<file path="config.mk">
export PLATFORM = sky130hd
export DESIGN_NAME = ppal_seglen
export DESIGN_NICKNAME = d
export VERILOG_FILES = /design/src/rtl/ppal_pkg.sv /design/src/rtl/ppal_seglen.sv
export SDC_FILE = /design/constraint.sdc
export NUM_CORES = 1
export LEC_CHECK = 0
export BUFFER_PORTS_ARGS = -buffer_cell sky130_fd_sc_hd__buf_2
export CAP_MARGIN = 25
export CORE_ASPECT_RATIO = 0.5
export CORE_MARGIN = 4
export CORE_UTILIZATION = 45
export CTS_CLUSTER_SIZE = 28
export DETAILED_ROUTE_END_ITERATION = 10
export PLACE_DENSITY = 0.63
export SLEW_MARGIN = 20
export SYNTH_ARGS = -nofsm -noshare
export SYNTH_HDL_FRONTEND = slang
export SYNTH_SLANG_ARGS = --single-unit
</file>
<file path="constraint.sdc">
create_clock -name clk -period 32.2 [get_ports clk]
set_clock_uncertainty 0.1 [all_clocks]
set_input_delay 8.05 -clock clk [delete_from_list [all_inputs] [get_ports clk]]
set_output_delay 8.05 -clock clk [all_outputs]
set_load 0.01 [all_outputs]
</file>
<file path="src/rtl/ppal_pkg.sv">
// ----------------------------------------------------------------------------
// ppal_pkg: shared types and constants for path point at arc length
// Operation codes, datapath widths and the segment length unit interface.
// ----------------------------------------------------------------------------
package ppal_pkg;

	localparam int MAX_POINTS_DEF = 256;
	localparam int COORD_W = 32;            // Q16.16 coordinate
	localparam int DIFF_W  = COORD_W + 1;   // coordinate difference
	localparam int LEN_W   = DIFF_W;        // segment length
	localparam int RAT_W   = 32;            // Q1.31 ratio
	localparam int PROD_W  = 64;            // |delta| * ratio

	typedef enum logic [1:0] {
		OP_CLEAR  = 2'd0,
		OP_APPEND = 2'd1,
		OP_QUERY  = 2'd2,
		OP_NONE   = 2'd3
	} op_t;

	typedef struct packed {
		logic              start;
		logic [DIFF_W-1:0] ax;
		logic [DIFF_W-1:0] ay;
	} seg_req_t;

	typedef struct packed {
		logic             done;
		logic [LEN_W-1:0] len;
	} seg_rsp_t;

	function automatic logic [DIFF_W-1:0] mag_diff(input logic [DIFF_W-1:0] v);
		return v[DIFF_W-1] ? (~v + DIFF_W'(1)) : v;
	endfunction

endpackage

</file>
<file path="src/rtl/ppal_seglen.sv">
// ----------------------------------------------------------------------------
// ppal_seglen: serial planar segment length
// floor(sqrt(ax^2 + ay^2)): shift-add squares one bit per cycle, then a
// digit-by-digit square root two bits per cycle.
// ----------------------------------------------------------------------------
module ppal_seglen (
	input  logic              clk,
	input  logic              arst_n,
	input  ppal_pkg::seg_req_t req,
	output ppal_pkg::seg_rsp_t rsp
);
	import ppal_pkg::*;

	localparam int SQ_W  = 2 * DIFF_W;
	localparam int REM_W = LEN_W + 3;

	typedef enum logic [2:0] {
		SL_IDLE = 3'b001,
		SL_SQ   = 3'b010,
		SL_RT   = 3'b100
	} sl_state_t;

	sl_state_t          state_q;
	logic [5:0]         cnt_q;
	logic [SQ_W-1:0]    mx_q, my_q, val_q;
	logic [DIFF_W-1:0]  bx_q, by_q;
	logic [LEN_W-1:0]   root_q;
	logic [REM_W-1:0]   rem_q;
	logic               done_q;

	logic [SQ_W-1:0]  add_x, add_y, sum_next;
	logic [REM_W-1:0] rem_sh, trial;
	logic             ge;

	assign add_x    = bx_q[0] ? mx_q : '0;
	assign add_y    = by_q[0] ? my_q : '0;
	assign sum_next = val_q + add_x + add_y;
	assign rem_sh   = {rem_q[REM_W-3:0], val_q[SQ_W-1 -: 2]};
	assign trial    = {1'b0, root_q, 2'b01};
	assign ge       = rem_sh >= trial;

	always_ff @(posedge clk or negedge arst_n) begin
		if (!arst_n) begin
			state_q <= SL_IDLE;
			cnt_q   <= '0;
			done_q  <= 1'b0;
		end else begin
			done_q <= 1'b0;
			case (state_q)
				SL_IDLE: begin
					if (req.start) begin
						mx_q    <= {{DIFF_W{1'b0}}, req.ax};
						my_q    <= {{DIFF_W{1'b0}}, req.ay};
						bx_q    <= req.ax;
						by_q    <= req.ay;
						val_q   <= '0;
						cnt_q   <= '0;
						state_q <= SL_SQ;
					end
				end
				SL_SQ: begin
					val_q <= sum_next;
					mx_q  <= {mx_q[SQ_W-2:0], 1'b0};
					my_q  <= {my_q[SQ_W-2:0], 1'b0};
					bx_q  <= bx_q >> 1;
					by_q  <= by_q >> 1;
					cnt_q <= cnt_q + 6'd1;
					if (cnt_q == 6'(DIFF_W - 1)) begin
						cnt_q   <= '0;
						root_q  <= '0;
						rem_q   <= '0;
						state_q <= SL_RT;
					end
				end
				SL_RT: begin
					val_q  <= {val_q[SQ_W-3:0], 2'b00};
					rem_q  <= ge ? (rem_sh - trial) : rem_sh;
					root_q <= {root_q[LEN_W-2:0], ge};
					cnt_q  <= cnt_q + 6'd1;
					if (cnt_q == 6'(LEN_W - 1)) begin
						done_q  <= 1'b1;
						state_q <= SL_IDLE;
					end
				end
				default: state_q <= SL_IDLE;
			endcase
		end
	end

	assign rsp.done = done_q;
	assign rsp.len  = root_q;

endmodule

</file>
* Word-level counts from Yosys, hierarchy flattened
Index checks and enable logic that the tools add are counted.
Operators by class: $add $sub $neg 4, magnitude comparators 1, equal/unequal tests 7, mux-type cells 26, reduce and logical (&&, ||, !) cells 8
Operator list (count):
- 2-to-1 mux 66 bit | 5
- case mux 66 bit (2 select lines) | 2
- case mux 33 bit (2 select lines) | 3
- case mux 66 bit (3 select lines) | 1
- adder 66 bit | 2
- 2-to-1 mux 33 bit | 3
- 2-to-1 mux 34 bit | 2
- case mux 34 bit (2 select lines) | 1
- >= comparator 36 x 35 -> 1 bit | 1
- subtractor 34 bit | 1
- case mux 6 bit (3 select lines) | 1
- 2-to-1 mux 6 bit | 2
- AND reduction 3 bit | 4
- 2-to-1 mux 3 bit | 3
- case mux 3 bit (3 select lines) | 1
- adder 6 x 1 -> 6 bit (second input constant) | 1
- equality test 6 bit (second input constant) | 1
- != test 2 bit (second input constant) | 3
- nonzero test 2 bit | 2
- equality test 3 x 1 -> 1 bit (second input constant) | 1
- equality test 3 x 2 -> 1 bit (second input constant) | 1
- equality test 3 bit (second input constant) | 1
- nonzero test 3 bit | 1
- 2-to-1 mux 1 bit | 2
- AND reduction 2 bit | 1
Storage, ports and cells: bits in registers 341, output and inout port bits 34

* Depth between registers and ports, before layout
Gate-level depths: netlist of the first run.
depth in word-level cells 4, gate-level depth with buffers 16, gate-level depth less buffers 15

* Least setup slack after synthesis of the first run
Ideal clock, no wire load.
path kind input -> register, start input port req[66] in the netlist's numbering, end register bx_q[0] (enable), setup time 822 ps, arrival time 17728 ps, required time 31278 ps, setup slack 13549 ps, stages 2, cell sequence nand3b_1 -> a21oi_1
Between the ends: cells in the longest elaborated chain, start to end 2
RTL lines:
- from (decl) | line ppal_seglen.sv:9 | input ppal_pkg::seg_req_t req,
- != test 2 bit (no source line)
- AND reduction 3 bit (no source line)
- to (signal assigned) | line ppal_seglen.sv:54 | bx_q <= req.ax;
- to (signal assigned) | line ppal_seglen.sv:65 | bx_q <= bx_q >> 1;
- to (decl) | line ppal_seglen.sv:26 | logic [DIFF_W-1:0] bx_q, by_q;
Every way passes these cells. A chain may end at the register's enable or synchronous reset.

* Final worst setup path of the first run
start input port arst_n, end register my_q[25] (enable)
Between the ends: cells in the longest elaborated chain, start to end 1
RTL lines:
- from (decl) | line ppal_seglen.sv:8 | input logic arst_n,
- AND reduction 3 bit (no source line)
- to (signal assigned) | line ppal_seglen.sv:53 | my_q <= {{DIFF_W{1'b0}}, req.ay};
- to (signal assigned) | line ppal_seglen.sv:64 | my_q <= {my_q[SQ_W-2:0], 1'b0};
- to (decl) | line ppal_seglen.sv:25 | logic [SQ_W-1:0] mx_q, my_q, val_q;
Every way passes these cells.

==> results of run 1 <==
-- logic make-up (layout without fill, tap and decap cells) --
logic type | count (synthesis) | in the layout | share of synthesized area [%]
compound gates | 413 | 413 | 12.6
fa+ha+maj | 167 | 167 | 12.0
xor+xnor | 92 | 92 | 3.74
flops | 341 | 341 | 47.4
buf+inv | 162 | 244 | 2.94
simple gates | 921 | 921 | 19.9
mux | 31 | 31 | 1.45
-- metrics by stage --
step	total power (µW)	cells	worst slack [ns]
floorplan	879	2127	13.55
global placement	953	2782	21.03
detailed placement	959	2782	20.92
CTS	1410	2847	21.52
global route	1490	2847	21.33
finish	1400	2847	21.57
-- power by group through the flow --
stage	logic (µW)	clock network, µW	registers (µW)
3_5_place_dp	392	0	566
2_1_floorplan	316	0	562
5_1_grt	443	482	561
6_report	393	450	557
3_3_place_gp	387	0	566
4_1_cts	395	462	557
-- routing by layer --
layer | global-route usage, % | wire length, µm
met4 | 3.55 | 712
met2 | 28.7 | 20400
met5 | 0 | 0
met3 | 2.70 | 1920
met1 | 26.9 | 23300
-- registers in the layout (all words and copies together), names as in the netlist --
register	count
bx_q	33
val_q	66
mx_q	66
by_q	33
state_q	3
root_q	33
rem_q	34
cnt_q	6
my_q	66
done_q	1
-- critical path, stage by stage --
cell and delay (ns):
buf_2 0.26, nand2b_1 0.15, a21oi_4 0.74, buf_4 0.57, buf_4 0.81
-- worst paths after layout --
path	endpoint	slack, ns	cells after the start
worst min-delay path	bx_q[15]	0.41	2
worst max-delay path	my_q[25]	21.57	5
worst max register to register	val_q[59]	27.34	16
min in group asynchronous	state_q[1]	7.28	1
worst min register to register	bx_q[15]	0.41	2
max in group asynchronous	state_q[0]	24.45	1
-- final cells by class --
type	instances	area [µm²]
clock buffer	42	965
clock inverter	23	283
fill	4315	23200
inverter	64	240
multi-input combinational	1624	10700
sequential	341	10200
tap	638	798
timing repair buffer	115	608
-- layout by cell type, fill, tap and decap left out, types with 6 or more instances in the layout --
cell type	Yosys	routed
nand2_1	454	454
edfxtp_1	331	331
and2_1	208	207
nor2_1	122	121
a21oi_1	112	111
buf_2	4	102
ha_1	101	101
o21ai_0	90	90
fa_1	66	66
inv_1	64	64
xnor2_1	55	55
a21o_1	49	49
xor2_1	37	37
clkbuf_16	0	37
nand3_1	33	33
o21ai_1	30	30
mux2i_1	30	30
nand4_1	21	21
nand2b_1	18	17
nor3_1	16	16
o21bai_1	14	14
o21a_1	13	13
buf_4	5	13
o211ai_1	12	12
and3_1	10	10
a31oi_1	10	10
nor2b_1	11	9
dfrtp_1	9	9
o31ai_1	7	7
a211oi_1	6	6
or3_1	6	6
clkinv_2	0	6
bufinv_16	0	6
==> impl_metrics.env, run 1 <==
export IMPL_post_dp_cell_area_um2=22600
export IMPL_power_density_nw_per_um2=58.7
export IMPL_fmax_mhz=94.1
export IMPL_wl_per_cell_um=16.3
export IMPL_htree_levels=2
export IMPL_critical_path_required_ns=32.27
export IMPL_crit_fanout=76
export IMPL_path_clk_slew_ns=0.06
export IMPL_slew_headroom_pct=32.3
export IMPL_cts_buffers=36
export IMPL_maxCapViolCount=0
export IMPL_synth_nets=2363
export IMPL_finalInstanceArea_um2=23800
export IMPL_area_delta_synth_final_pct=10.8
export IMPL_grt_start_max_net_pins=93
export IMPL_coreArea_um2=47000
export IMPL_start_kind="primary input"
export IMPL_cp_arrival_ns=10.70
export IMPL_crit_type="in -> reg"
export IMPL_clock_sinks=341
export IMPL_synth_avg_cell_area_um2=10.1
export IMPL_post_synth_top_count_cell="nand2_1"
export IMPL_clkLatencyLatePin_ns=0.55
export IMPL_fp_dieW_um=317
export IMPL_drc=0
export IMPL_leakagePower_uw=0.00978
export IMPL_yosysWarnings=0
export IMPL_hold_ws_ns=0.406
export IMPL_ys_flop_type="edfxtp_1"
export IMPL_grt_ovfl_total=0
export IMPL_row_count=56
export IMPL_antenna_found_initial=0
export IMPL_seqPwrFrac_pct=39.8
export IMPL_grt_pass1_wl_mm=77.4
export IMPL_cts_root_buf="clkbuf_16"
export IMPL_gp_congestion=0.866
export IMPL_synthesis_instances=2127
export IMPL_p_clk_share_pct=32.1
export IMPL_cts_tree="yes"
export IMPL_drive_gt1_share_pct=9.19
export IMPL_cts_resized_gates=0
export IMPL_ir_drop_mv=0.0364
export IMPL_dieArea_um2=51600
export IMPL_hpwl_mm=31.5
export IMPL_synth_top_cell_area_share_pct=46.2
export IMPL_dr_pass1_iters=5
export IMPL_drt_iter0_drc=1002
export IMPL_mappedNetlistArea_um2=21500
export IMPL_holdCritStartpoint="bx_q[16]"
export IMPL_end_kind="flip-flop"
export IMPL_cts_max_path_buffers=3
export IMPL_finalCriticalPeriod_ns=10.63
export IMPL_synth_edf_count=331
export IMPL_ys_ff_latch=341
export IMPL_synth_seq_area_share_pct=47.4
export IMPL_num_vias=15100
export IMPL_track_usage_pct=18.2
export IMPL_rsz0062_at_grt="false"
export IMPL_worstReg2RegStart="bx_q[0]"
export IMPL_netlist_top_cells_count="nand2_1 (454), edfxtp_1 (331), and2_1 (208)"
export IMPL_synth_largest_area_cell="edfxtp_1"
export IMPL_p_switching_uw=425
export IMPL_ant_nets=0
export IMPL_fin_nets=2418
export IMPL_tightestPinTransition_ns=1.02
export IMPL_fin_util_pct=50.7
export IMPL_post_cts_repair_setup_buffers=0
export IMPL_ys_types=84
export IMPL_ios=103
export IMPL_start_util_pct=45.8
export IMPL_die_h_um=163
export IMPL_synth_async_reset_ratio_pct=2.93
export IMPL_vias_per_cell=5.31
export IMPL_cts_hold_buffers_added=0
export IMPL_grt_pass1_vias=15300
export IMPL_insertedDiodeCount=0
export IMPL_hp_class="reg -> reg"
export IMPL_drv_slew=0
export IMPL_critPathLaunch="arst_n"
export IMPL_setup_tns_final_ns=0
export IMPL_hold_viol=0
export IMPL_period_share_pct=33.0
export IMPL_swShare_pct=30.4
export IMPL_outcome="completed"
export IMPL_yosys_top_cells_area="edfxtp_1 (46%), nand2_1 (7.9%), fa_1 (6.1%), and2_1 (6.0%), ha_1 (5.9%)"
export IMPL_wirelength_mm=46.4
export IMPL_io_buffers=102
export IMPL_internal_power_uw=974
export IMPL_setup_viol_count_final=0
export IMPL_power_frac_comb_pct=28.1
Power figures use the tool's default switching activity.
==> run 2, diff against run 1 <==
Clock period 32.2 ns to 10.4 ns, I/O delays scaled along.
==> run 2 against run 1 <==
- final cell count down 0.18%
- first-iteration DRC count grew 0.30%
- power grew to 3.0 times the previous value
- critical path depth rose by 9
- worst hold slack better by 0.0097 ns
- worst setup slack got worse by 16 ns
- wire length grew 0.58%
- core utilization shrank 0.29 points
- design area fell by 0.58%
- global-route usage is 0.24 points higher
- die area unchanged
==> impl_metrics.env, run 2 (same netlist as run 1, synthesis figures left out) <==
export IMPL_outcome="completed"
export IMPL_fmax_mhz=204
export IMPL_final_common_cell="nand2_1"
export IMPL_maxCapViolCount=0
export IMPL_p_total_uw=4160
export IMPL_wl_per_cell_um=16.4
export IMPL_track_usage_pct=18.4
export IMPL_crit_type="reg -> reg"
export IMPL_cts_root_buf="clkbuf_16"
export IMPL_leakagePower_uw=0.00970
export IMPL_start_util_pct=45.8
export IMPL_setup_viol_count_final=0
export IMPL_hp_class="reg -> reg"
export IMPL_cts_buffers=34
export IMPL_critical_path_required_ns=10.55
export IMPL_cp_arrival_ns=5.04
export IMPL_cts_hold_buffers_added=0
export IMPL_r2r_slack_ns=5.51
export IMPL_vias_per_cell=5.35
export IMPL_io_buffers=102
export IMPL_post_cts_repair_setup_buffers=0
export IMPL_drc=0
export IMPL_drt_iter0_drc=1005
export IMPL_dr_pass1_iters=5
export IMPL_grt_pass1_wl_mm=78.5
export IMPL_cts_resized_gates=0
export IMPL_cts_tree="yes"
export IMPL_gp_congestion=0.913
export IMPL_clkLatencyLatePin_ns=0.54
export IMPL_end_kind="flip-flop"
export IMPL_path_clk_slew_ns=0.07
export IMPL_start_kind="flip-flop"
export IMPL_hold_viol=0
export IMPL_rsz0062_at_grt="false"
export IMPL_htree_levels=2
export IMPL_coreArea_um2=47000
export IMPL_finalCriticalPeriod_ns=4.89
export IMPL_dieArea_um2=51600
export IMPL_num_fill_cells=4355
export IMPL_largest_registers="mx_q (66), my_q (66), val_q (66)"
export IMPL_grt_start_max_net_pins=171
export IMPL_period_share_pct=47.0
export IMPL_drive_gt1_share_pct=8.80
export IMPL_crit_fanout=39
export IMPL_mostFrequentLayoutCells="nand2_1 (454), edfxtp_1 (331), and2_1 (207)"
export IMPL_clock_sinks=341
export IMPL_ir_drop_mv=0.126
export IMPL_hpwl_mm=32.1
export IMPL_drv_slew=0
export IMPL_power_density_nw_per_um2=176
export IMPL_ant_nets=0
export IMPL_antenna_found_initial=0
export IMPL_area_delta_synth_final_pct=10.1
export IMPL_cts_max_path_buffers=3
export IMPL_row_count=56
export IMPL_setup_tns_final_ns=0
export IMPL_insertedDiodeCount=0
export IMPL_grt_ovfl_total=0
export IMPL_fin_nets=2416
export IMPL_ios=103
export IMPL_die_h_um=163
export IMPL_wirelength_mm=46.7
export IMPL_num_vias=15200
export IMPL_fp_dieW_um=317
export IMPL_grt_pass1_vias=15400
export IMPL_slew_headroom_pct=28.1
export IMPL_tightestPinTransition_ns=1.08
==> run 2: changes by cell type in the layout (fill, tap and decap cells not counted), sizes merged <==
cell    delta
bufinv     -5
inv        -2
clkbuf     +1
clkinv     +1
==> run 2: area by class of cell <==
type                    instances  area [µm²]  area share [%]
multi-input cells            1624       10700            45.4
flip-flops and latches        341       10200            43.0
clock buffers                  43         936            3.95
well taps                     638         798            3.37
repair buffers                115         661            2.79
inverters                      64         240            1.01
clock inverters                17         121           0.512
==> run 2: path summary, 6_finish.rpt <==
| check | start | endpoint | cells past startpoint |
|---|---|---|---|
| max | by_q[0] | val_q[58] | 14 |
| min | bx_q[8] | bx_q[7] | 2 |
| max reg2reg | by_q[0] | val_q[58] | 14 |
| min reg2reg | bx_q[8] | bx_q[7] | 2 |
| max in group asynchronous | arst_n | state_q[0] | 1 |
| min in group asynchronous | arst_n | state_q[2] | 1 |
==> run 2: where the power goes <==
group          leakage, µW  internal (µW)  switching (µW)
registers          0.00322           1670            62.3
logic              0.00596            533             686
clock network     0.000511            666             546
total              0.00970           2860            1290
==> run 2: worst max-delay path, cell delays in order, from the launching register on <==
cell      delay (ns)
edfxtp_1        0.88
buf_4           0.49
and2_1          0.20
fa_1            0.41
ha_1            0.38
a21oi_1         0.26
o21ai_0         0.14
a41o_1          0.28
a21oi_1         0.19
o2111a_1        0.24
o41ai_4         0.14
a311oi_2        0.51
o21bai_2        0.13
xnor2_1         0.15
o21ai_1         0.07
==> run 2: routing by layer <==
layer,up-vias,part of all wire [%],track usage [%]
met5,-,0,0
met4,0,1.3,3.28
met3,44,4.7,3.03
met2,275,45,29.2
met1,7325,49,27.0
li1,7549,-,-
==> run 2: stage by stage <==
step / setup WS [ns] / cell area (µm²) / utilization (%) / instances / hold slack [ns]
final: 5.51 / 23700 / 50.4 / 2842 / 0.415
after global routing: 5.10 / 23700 / 50.4 / 2842 / 0.432
after CTS: 5.47 / 23600 / 50.3 / 2840 / 0.415
after detailed placement: 5.16 / 22600 / 48.0 / 2780 / 0.399
after global placement: 5.25 / 22600 / 48.0 / 2780 / 0.393
after floorplan: 1.67 / 21500 / - / 2127 / 0.380
